File: src/design/spss_pkg.sv
// Shared types and constants for the servo pulse generator and sensor sampler.
// No dependencies; every other file imports this package.
`timescale 1ns / 1ps

package spss_pkg;

    localparam int CHANNELS_DEF     = 13;
    localparam int SAMPLE_DEPTH_DEF = 20;
    localparam int PWM_W            = 13;

    localparam logic [7:0] TICKS_RESET  = 8'd95;
    localparam logic [7:0] SLICES_RESET = 8'd10;
    localparam logic [4:0] THRESH_RESET = 5'd17;
    localparam logic [7:0] CENTER_WIDTH = 8'd47;

    typedef enum logic [1:0] {
        MODE_TICK  = 2'd0,
        MODE_WIDTH = 2'd1,
        MODE_WAIT  = 2'd2
    } mode_t;

    typedef enum logic [1:0] {
        REG_TICKS  = 2'd0,
        REG_SLICES = 2'd1,
        REG_THRESH = 2'd2
    } reg_index_t;

    typedef struct packed {
        logic [1:0] mode;
        logic [3:0] channel;
        logic [7:0] pulse_width;
        logic [7:0] wait_ticks;
        logic       right_level;
        logic       left_level;
    } in_item_t;

    typedef struct packed {
        logic [PWM_W-1:0] pwm_lines;
        logic             wait_active;
        logic             obstacle_right;
        logic             obstacle_left;
    } out_item_t;

endpackage

File: src/design/spss_if.sv
// Handshake interfaces for the item, result and configuration channels.
// Depends on spss_pkg for the payload types.
`timescale 1ns / 1ps

interface spss_in_if
    import spss_pkg::*;
();
    logic     valid;
    logic     ready;
    in_item_t data;

    modport source (output valid, output data, input ready);
    modport sink (input valid, input data, output ready);
endinterface

interface spss_out_if
    import spss_pkg::*;
();
    logic      valid;
    logic      ready;
    out_item_t data;

    modport source (output valid, output data, input ready);
    modport sink (input valid, input data, output ready);
endinterface

interface spss_cfg_if;
    logic       valid;
    logic       ready;
    logic [1:0] reg_index;
    logic [7:0] wdata;

    modport source (output valid, output reg_index, output wdata, input ready);
    modport sink (input valid, input reg_index, input wdata, output ready);
endinterface

File: src/design/spss_sensor_ring.sv
// Sample line for one active-low sensor with a running count of zero samples.
// Depends on spss_pkg (wildcard import only).
`timescale 1ns / 1ps

module spss_sensor_ring
    import spss_pkg::*;
#(
    parameter int DEPTH = SAMPLE_DEPTH_DEF
) (
    input  logic       clk,
    input  logic       rst_n,
    input  logic       shift_en,
    input  logic       level,
    input  logic [4:0] threshold,
    output logic       blocked
);

    localparam int ZW = $clog2(DEPTH + 1);
    localparam int CW = (ZW > 5) ? ZW : 5;

    logic [DEPTH-1:0] ring_reg;
    logic [DEPTH-1:0] ring_next;
    logic [ZW-1:0]    zero_reg;
    logic [ZW-1:0]    zero_next;

    // oldest sample leaves at the top tap as the new one enters
    always_comb
    begin
        ring_next = ring_reg;
        zero_next = zero_reg;
        if (shift_en)
        begin
            ring_next = {ring_reg[DEPTH-2:0], level};
            zero_next = zero_reg + ZW'(!level) - ZW'(!ring_reg[DEPTH-1]);
        end
    end

    assign blocked = CW'(zero_next) > CW'(threshold);

    always_ff @(posedge clk or negedge rst_n)
    begin
        if (!rst_n)
        begin
            ring_reg <= '1;
            zero_reg <= '0;
        end
        else
        begin
            ring_reg <= ring_next;
            zero_reg <= zero_next;
        end
    end

endmodule

File: src/design/spss_skid.sv
// Two-entry output register for results: main stage plus skid stage.
// Depends on spss_pkg and spss_out_if.
`timescale 1ns / 1ps

module spss_skid
    import spss_pkg::*;
(
    input  logic       clk,
    input  logic       rst_n,
    input  logic       push_valid,
    input  out_item_t  push_data,
    output logic       push_ready,
    spss_out_if.source out_ch
);

    logic      main_valid_reg;
    logic      skid_valid_reg;
    out_item_t main_data_reg;
    out_item_t skid_data_reg;
    logic      push;
    logic      pop;

    assign push_ready   = !skid_valid_reg;
    assign push         = push_valid && push_ready;
    assign pop          = main_valid_reg && out_ch.ready;
    assign out_ch.valid = main_valid_reg;
    assign out_ch.data  = main_data_reg;

    always_ff @(posedge clk or negedge rst_n)
    begin
        if (!rst_n)
        begin
            main_valid_reg <= 1'b0;
            skid_valid_reg <= 1'b0;
        end
        else if (pop || !main_valid_reg)
        begin
            if (skid_valid_reg)
            begin
                main_valid_reg <= 1'b1;
                skid_valid_reg <= 1'b0;
            end
            else
            begin
                main_valid_reg <= push;
            end
        end
        else if (push)
        begin
            skid_valid_reg <= 1'b1;
        end
    end

    always_ff @(posedge clk)
    begin
        if (pop || !main_valid_reg)
        begin
            main_data_reg <= skid_valid_reg ? skid_data_reg : push_data;
        end
        else if (push)
        begin
            skid_data_reg <= push_data;
        end
    end

endmodule

File: src/design/servo_pwm_and_sensor_sampler_top.sv
// Top level: servo pulse timing, wait counter, sensor rings and result buffer.
// Depends on spss_pkg, spss_if, spss_sensor_ring and spss_skid.
//
//  channel     | dir | payload                                   | transfer when
//  ------------+-----+-------------------------------------------+------------------
//  item_in     | in  | mode, channel, pulse_width, wait_ticks,   | valid && ready
//              |     | right_level, left_level                   |
//  result_out  | out | pwm_lines, wait_active, obstacle_right/left | valid && ready
//  cfg         | in  | reg_index, wdata                          | valid && ready
//
// One item per cycle while the result buffer has room; each item yields one registered result.
// All state updates in the transfer cycle; the result register is fed directly.
// A two-entry result buffer lets input keep flowing for one item during an output stall.
// cfg is always ready. rst_n is asynchronous and restores all reset values at once.
`timescale 1ns / 1ps

module servo_pwm_and_sensor_sampler_top
    import spss_pkg::*;
#(
    parameter int CHANNELS     = CHANNELS_DEF,
    parameter int SAMPLE_DEPTH = SAMPLE_DEPTH_DEF
) (
    input  logic       clk,
    input  logic       rst_n,
    spss_in_if.sink    item_in,
    spss_out_if.source result_out,
    spss_cfg_if.sink   cfg
);

    logic [7:0] ticks_reg;
    logic [7:0] slices_reg;
    logic [4:0] thresh_reg;

    logic [7:0]          width_reg [CHANNELS];
    logic [CHANNELS-1:0] line_reg;
    logic [CHANNELS-1:0] line_next;
    logic [7:0]          phase_reg;
    logic [7:0]          phase_next;
    logic [7:0]          slice_reg;
    logic [7:0]          slice_next;
    logic [7:0]          wait_reg;
    logic [7:0]          wait_next;

    logic       accept;
    logic       tick;
    logic       width_wr;
    logic [7:0] phase_inc;
    logic [7:0] slice_inc;
    logic       slice_wrap;
    logic       frame_wrap;
    logic       blocked_right;
    logic       blocked_left;
    out_item_t  result;

    assign cfg.ready = 1'b1;

    always_ff @(posedge clk or negedge rst_n)
    begin
        if (!rst_n)
        begin
            ticks_reg  <= TICKS_RESET;
            slices_reg <= SLICES_RESET;
            thresh_reg <= THRESH_RESET;
        end
        else if (cfg.valid)
        begin
            case (cfg.reg_index)
                REG_TICKS:  ticks_reg  <= cfg.wdata;
                REG_SLICES: slices_reg <= cfg.wdata;
                REG_THRESH: thresh_reg <= cfg.wdata[4:0];
                default:    ;
            endcase
        end
    end

    assign accept   = item_in.valid && item_in.ready;
    assign tick     = accept && (item_in.data.mode == MODE_TICK);
    assign width_wr = accept && (item_in.data.mode == MODE_WIDTH);

    // a period register of zero wraps on every advance
    assign phase_inc  = phase_reg + 8'd1;
    assign slice_inc  = slice_reg + 8'd1;
    assign slice_wrap = phase_inc >= ticks_reg;
    assign frame_wrap = slice_wrap && (slice_inc >= slices_reg);

    always_comb
    begin
        line_next  = line_reg;
        phase_next = phase_reg;
        slice_next = slice_reg;
        wait_next  = wait_reg;
        if (tick)
        begin
            if (slice_reg == 8'd0)
            begin
                for (int n = 0; n < CHANNELS; n++)
                begin
                    line_next[n] = phase_reg < width_reg[n];
                end
            end
            if (phase_reg == 8'd0 && wait_reg != 8'd0)
            begin
                wait_next = wait_reg - 8'd1;
            end
            phase_next = slice_wrap ? 8'd0 : phase_inc;
            if (slice_wrap)
            begin
                slice_next = frame_wrap ? 8'd0 : slice_inc;
            end
        end
        else if (accept && item_in.data.mode == MODE_WAIT)
        begin
            wait_next = item_in.data.wait_ticks;
        end
    end

    always_ff @(posedge clk or negedge rst_n)
    begin
        if (!rst_n)
        begin
            line_reg  <= '0;
            phase_reg <= '0;
            slice_reg <= '0;
            wait_reg  <= '0;
            for (int n = 0; n < CHANNELS; n++)
            begin
                width_reg[n] <= CENTER_WIDTH;
            end
        end
        else
        begin
            line_reg  <= line_next;
            phase_reg <= phase_next;
            slice_reg <= slice_next;
            wait_reg  <= wait_next;
            for (int n = 0; n < CHANNELS; n++)
            begin
                if (width_wr && ({1'b0, item_in.data.channel} == 5'(n)))
                begin
                    width_reg[n] <= item_in.data.pulse_width;
                end
            end
        end
    end

    spss_sensor_ring #(
        .DEPTH (SAMPLE_DEPTH)
    ) u_ring_right (
        .clk       (clk),
        .rst_n     (rst_n),
        .shift_en  (tick && frame_wrap),
        .level     (item_in.data.right_level),
        .threshold (thresh_reg),
        .blocked   (blocked_right)
    );

    spss_sensor_ring #(
        .DEPTH (SAMPLE_DEPTH)
    ) u_ring_left (
        .clk       (clk),
        .rst_n     (rst_n),
        .shift_en  (tick && frame_wrap),
        .level     (item_in.data.left_level),
        .threshold (thresh_reg),
        .blocked   (blocked_left)
    );

    for (genvar b = 0; b < PWM_W; b++)
    begin : g_lines
        if (b < CHANNELS)
        begin : g_used
            assign result.pwm_lines[b] = line_next[b];
        end
        else
        begin : g_unused
            assign result.pwm_lines[b] = 1'b0;
        end
    end

    assign result.wait_active    = wait_next != 8'd0;
    assign result.obstacle_right = blocked_right;
    assign result.obstacle_left  = blocked_left;

    spss_skid u_skid (
        .clk        (clk),
        .rst_n      (rst_n),
        .push_valid (item_in.valid),
        .push_data  (result),
        .push_ready (item_in.ready),
        .out_ch     (result_out)
    );

    a_frame_wrap_clears_slice: assert property (@(posedge clk) disable iff (!rst_n)
        (tick && frame_wrap) |=> (slice_reg == 8'd0 && phase_reg == 8'd0))
        else $error("slice counter not cleared on frame wrap");

    a_wait_counts_down: assert property (@(posedge clk) disable iff (!rst_n)
        (tick && phase_reg == 8'd0 && wait_reg != 8'd0) |=>
        (wait_reg == $past(wait_reg) - 8'd1))
        else $error("wait counter missed its slice decrement");

    a_result_follows_transfer: assert property (@(posedge clk) disable iff (!rst_n)
        accept |=> result_out.valid)
        else $error("no result pending after an input transfer");

    a_phase_held_without_tick: assert property (@(posedge clk) disable iff (!rst_n)
        !tick |=> $stable(phase_reg) && $stable(slice_reg) && $stable(line_reg))
        else $error("timing state moved without a tick");

endmodule

File: src/flat_wrapper.sv
// flat-port wrapper written by rule: the top's interface ports become plain ports
module servo_pwm_and_sensor_sampler_top_flat import spss_pkg::*;
#(
    parameter int CHANNELS     = CHANNELS_DEF,
    parameter int SAMPLE_DEPTH = SAMPLE_DEPTH_DEF
)
  (clk, rst_n, item_in_valid, item_in_data, item_in_ready, result_out_valid, result_out_data, result_out_ready, cfg_valid, cfg_reg_index, cfg_wdata, cfg_ready);
  spss_in_if item_in_i ();
  spss_out_if result_out_i ();
  spss_cfg_if cfg_i ();
  input  logic clk;
  input  logic rst_n;
  input wire logic [$bits(item_in_i.valid)-1:0] item_in_valid;
  input wire logic [$bits(item_in_i.data)-1:0] item_in_data;
  output wire logic [$bits(item_in_i.ready)-1:0] item_in_ready;
  output wire logic [$bits(result_out_i.valid)-1:0] result_out_valid;
  output wire logic [$bits(result_out_i.data)-1:0] result_out_data;
  input wire logic [$bits(result_out_i.ready)-1:0] result_out_ready;
  input wire logic [$bits(cfg_i.valid)-1:0] cfg_valid;
  input wire logic [$bits(cfg_i.reg_index)-1:0] cfg_reg_index;
  input wire logic [$bits(cfg_i.wdata)-1:0] cfg_wdata;
  output wire logic [$bits(cfg_i.ready)-1:0] cfg_ready;
  assign item_in_i.valid = item_in_valid;
  assign item_in_i.data = item_in_data;
  assign item_in_ready = item_in_i.ready;
  assign result_out_valid = result_out_i.valid;
  assign result_out_data = result_out_i.data;
  assign result_out_i.ready = result_out_ready;
  assign cfg_i.valid = cfg_valid;
  assign cfg_i.reg_index = cfg_reg_index;
  assign cfg_i.wdata = cfg_wdata;
  assign cfg_ready = cfg_i.ready;
  servo_pwm_and_sensor_sampler_top #(.CHANNELS(CHANNELS), .SAMPLE_DEPTH(SAMPLE_DEPTH)) u_core (.clk(clk), .rst_n(rst_n), .item_in(item_in_i), .result_out(result_out_i), .cfg(cfg_i));
endmodule
File: config.mk
export PLATFORM = sky130hd
export DESIGN_NAME = servo_pwm_and_sensor_sampler_top_flat
export DESIGN_NICKNAME = d
export VERILOG_FILES = /design/src/design/spss_pkg.sv /design/src/design/spss_if.sv /design/src/design/spss_sensor_ring.sv /design/src/design/spss_skid.sv /design/src/design/servo_pwm_and_sensor_sampler_top.sv /design/src/flat_wrapper.sv
export SDC_FILE = /design/constraint.sdc
export NUM_CORES = 1
export LEC_CHECK = 0
export BUFFER_PORTS_ARGS = -buffer_cell sky130_fd_sc_hd__buf_2
export CAP_MARGIN = 20
export CORE_ASPECT_RATIO = 0.5
export CORE_MARGIN = 2
export CORE_UTILIZATION = 64
export CTS_BUF_LIST = sky130_fd_sc_hd__clkbuf_4 sky130_fd_sc_hd__clkbuf_8
export CTS_CLUSTER_SIZE = 30
export DETAILED_ROUTE_END_ITERATION = 7
export PLACE_DENSITY_LB_ADDON = 0.2
export SLEW_MARGIN = 10
export SYNTH_ARGS = -nofsm -noshare
export SYNTH_HDL_FRONTEND = slang
export SYNTH_SLANG_ARGS = --single-unit
File: constraint.sdc
create_clock -name clk -period 5.5 [get_ports clk]
set_input_delay 1.1 -clock clk [delete_from_list [all_inputs] [get_ports clk]]
set_output_delay 1.1 -clock clk [all_outputs]
set_load 0.005 [all_outputs]
==> flow_summary.json <==
{
  "synth.area.mux_share_pct": 12.3,
  "fin_crit_sh_pct": 88.3,
  "ys_seq_area_share_pct": 48.9,
  "critPathKind": "reg -> reg",
  "drive_above_1_share_pct": 31.3,
  "hpwl_mm": 19.7,
  "met2_length_mm": 13.2,
  "grt_usage_pct": 27.8,
  "hold_violations": 0,
  "synth-xor-area-share_pct": 1.26,
  "p_sw_share_pct": 30.7,
  "power.switching_mw": 1.55,
  "outcome": "complete, no violations",
  "relSlewSlack_pct": 30.1,
  "cts_max_level": 2,
  "largest_reg_flops": 104,
  "finalMaxSlewViolations": 0,
  "worstPathCellList": "nand3_1, nor2_1, xor2_1, ha_1, and4_1, a2111oi_0, o21ai_0, o211ai_1, nor2_4, buf_4, mux2i_1, ha_1, o21a_1, o21ai_0, nand2b_1, a21oi_1, a31oi_1, mux2_2",
  "vias": 9004,
  "synthAdderAreaFrac_pct": 12.9,
  "min_path_type": "reg -> reg",
  "fin_cells": 1562,
  "ys.flop_type": "dfstp_2",
  "io_pins": 58,
  "vias_per_cell": 5.76,
  "ys_ff_latch": 246,
  "antennaDiodeCount": 0,
  "met3WireLength_mm": 1.72,
  "yosysWarnings": 0,
  "drv_cap": 0,
  "die_area_sq_mm": 0.0219,
  "yosys.cell_types.count": 57,
  "clk_latency_ps": 550,
  "die_x_microns": 207,
  "slowest_stage": "dfrtp_1",
  "cp-end-kind": "flip-flop",
  "critPathBufInv": 1,
  "syn_area_sq_mm": 0.0132,
  "gp_congestion": 0.840,
  "setup_tns_ps": 0,
  "cts_resized": 0,
  "power-per-cell-area_mw_per_mm2": 347,
  "wl_mm": 29.1,
  "grt_pass1_wl_mm": 48.1,
  "critical_path.top_delay_family": "compound AO/OA/AOI/OAI gates",
  "dp.cells": 1493,
  "synth_area_leader_cell": "dfstp_2",
  "hold_buffers": 0,
  "path_clk_slew_ps": 70,
  "initial_core_util_pct": 64.8,
  "portBuffers": 56,
  "yosysMostFrequentCell": "mux2_2",
  "fmax_mhz": 206,
  "synth_edf_count": 32,
  "antenna_found_initial": 0,
  "p_leak_nw": 6.75,
  "overflow": 0,
  "synth_commonest_cells": "mux2_2, inv_1, ha_1",
  "synthArstFlopShare_pct": 87.0,
  "p_int_mw": 3.51,
  "combPwrFrac_pct": 24.5,
  "cts.sinks": 246,
  "syn2layout_area_growth_pct": 10.7,
  "syn_inst": 1184,
  "start_kind": "flip-flop",
  "synth_top_cell_area_share_pct": 22.9,
  "wl_met1_mm": 13.7,
  "wl_per_cell_microns": 18.7,
  "ir_drop_v": 0.000200,
  "nFillCells": 1492,
  "die_y_microns": 106,
  "p_clk_share_pct": 30.3,
  "worst_pin_slew_ps": 1040,
  "cp_data_required_time_ps": 5790,
  "coreArea_sq_mm": 0.0204,
  "cts-buffers-inserted": 37,
  "syn_nets": 1358,
  "grt_pass1_vias": 9268,
  "seq_power_share_pct": 45.2,
  "fin_skew_ps": 21.4,
  "dr.first_iter.drc_count": 578,
  "cts_setup_buffers": 0,
  "clock_path_buffers": 3,
  "drt-pass1-iter-count": 7,
  "arrival_ps": 5150,
  "rsz0062_at_grt": "no",
  "crit_fanout": 45,
  "synth_compound_area_share_pct": 10.7,
  "synth-simple-area-share_pct": 8.90,
  "cts.root.buffer_cell": "clkbuf_8",
  "synth_top_family_by_area": "adder cells",
  "placementRows": 37,
  "finalSetupViolCount": 0,
  "period_minus_slack_ps": 4860,
  "postSynthAreaPerCell_sq_um": 11.2,
  "cts_tree": "yes",
  "grt_max_degree": 123,
  "synth_area_leaders": "dfstp_2, dfrtp_1, ha_1, mux2_2, edfxtp_1",
  "final_antenna_net_count": 0,
  "top_layer": "met4",
  "finalNetCount": 1434,
  "route.detailed.drc": 0,
  "slowest_delay_ps": 970
}
power by group through the flow:
stage	clock network (mW)	logic [mW]	registers (mW)
floorplan	0	0.840	2.28
global placement	0	1.17	2.30
detailed placement	0	1.23	2.31
CTS	1.58	1.24	2.28
global route	1.66	1.43	2.31
finish	1.54	1.24	2.29
path summary, 6_finish.rpt:
kind	from	end	slack [ps]	depth (start not counted)
min in group asynchronous	rst_n	u_core.slices_reg[5]	710	1
max in group asynchronous	rst_n	u_core.width_reg[58]	3710	2
setup / recovery	u_core.phase_reg[3]	u_core.u_skid.out_ch.data[1]	640	18
setup reg to reg	u_core.phase_reg[3]	u_core.u_skid.out_ch.data[1]	640	18
hold / removal	u_core.u_ring_left.zero_reg[4]	u_core.u_ring_left.zero_reg[4]	470	1
hold reg to reg	u_core.u_ring_left.zero_reg[4]	u_core.u_ring_left.zero_reg[4]	470	1
final cells by class:
type / instances / area, sq um / area share (%)
multi-input combinational: 764 / 6090 / 41.7
clock buffer: 58 / 711 / 4.86
sequential: 246 / 6460 / 44.2
inverter: 136 / 510 / 3.49
timing repair buffer: 75 / 449 / 3.07
tap: 273 / 342 / 2.34
clock inverter: 10 / 48.8 / 0.334
placed cells by master (no fill, tap or decap), drive strengths merged, types with 11 or more instances in the layout:
| cell | n |
|---|---|
| a21boi | 11 |
| nand2b | 12 |
| nor2 | 46 |
| a21oi | 34 |
| buf | 74 |
| o21ai | 96 |
| inv | 137 |
| nand3 | 13 |
| xnor2 | 12 |
| ha | 133 |
| edfxtp | 32 |
| and3 | 21 |
| a21o | 24 |
| dfrtp | 99 |
| o21a | 14 |
| dfstp | 115 |
| mux2 | 138 |
| nand2 | 91 |
| nor3 | 15 |
| clkbuf | 59 |
worst reg2reg max path, cell delays in order (launching register included):
cell and delay (ps):
dfrtp_1 970, nand3_1 250, nor2_1 180, xor2_1 220, ha_1 300, and4_1 190
a2111oi_0 360, o21ai_0 180, o211ai_1 210, nor2_4 120, buf_4 320, mux2i_1 260
ha_1 270, o21a_1 100, o21ai_0 150, nand2b_1 70, a21oi_1 140, a31oi_1 60
mux2_2 270
per-layer routing:
metal  GRT usage, %  up-vias
met5              0        -
met4           8.01        0
met3           5.78       51
met2           43.6      238
met1           39.4     4414
li1               -     4301
kinds of logic (layout without fill, tap and decap cells):
| family | count (synthesis) | in the layout |
|---|---|---|
| adder cells (fa/ha/maj) | 135 | 135 |
| AND/OR/NAND/NOR | 236 | 236 |
| AO/OA/AOI/OAI | 228 | 228 |
| XOR/XNOR | 19 | 19 |
| other | 1 | 1 |
| flip-flops | 246 | 246 |
| multiplexers | 145 | 145 |
| buffers and inverters | 174 | 279 |
stage by stage:
step | power [mW] | worst slack, ps | utilization (%) | hold WS (ps) | cell area [sq um]
floorplan | 3.12 | 862 | - | 440 | 13200
global placement | 3.47 | 771 | 67.9 | 458 | 13800
detailed placement | 3.54 | 705 | 68.0 | 460 | 13900
CTS | 5.10 | 704 | 71.7 | 472 | 14600
global route | 5.40 | 269 | 71.8 | 494 | 14600
finish | 5.07 | 643 | 71.8 | 468 | 14600
Power figures use the tool's default switching activity.
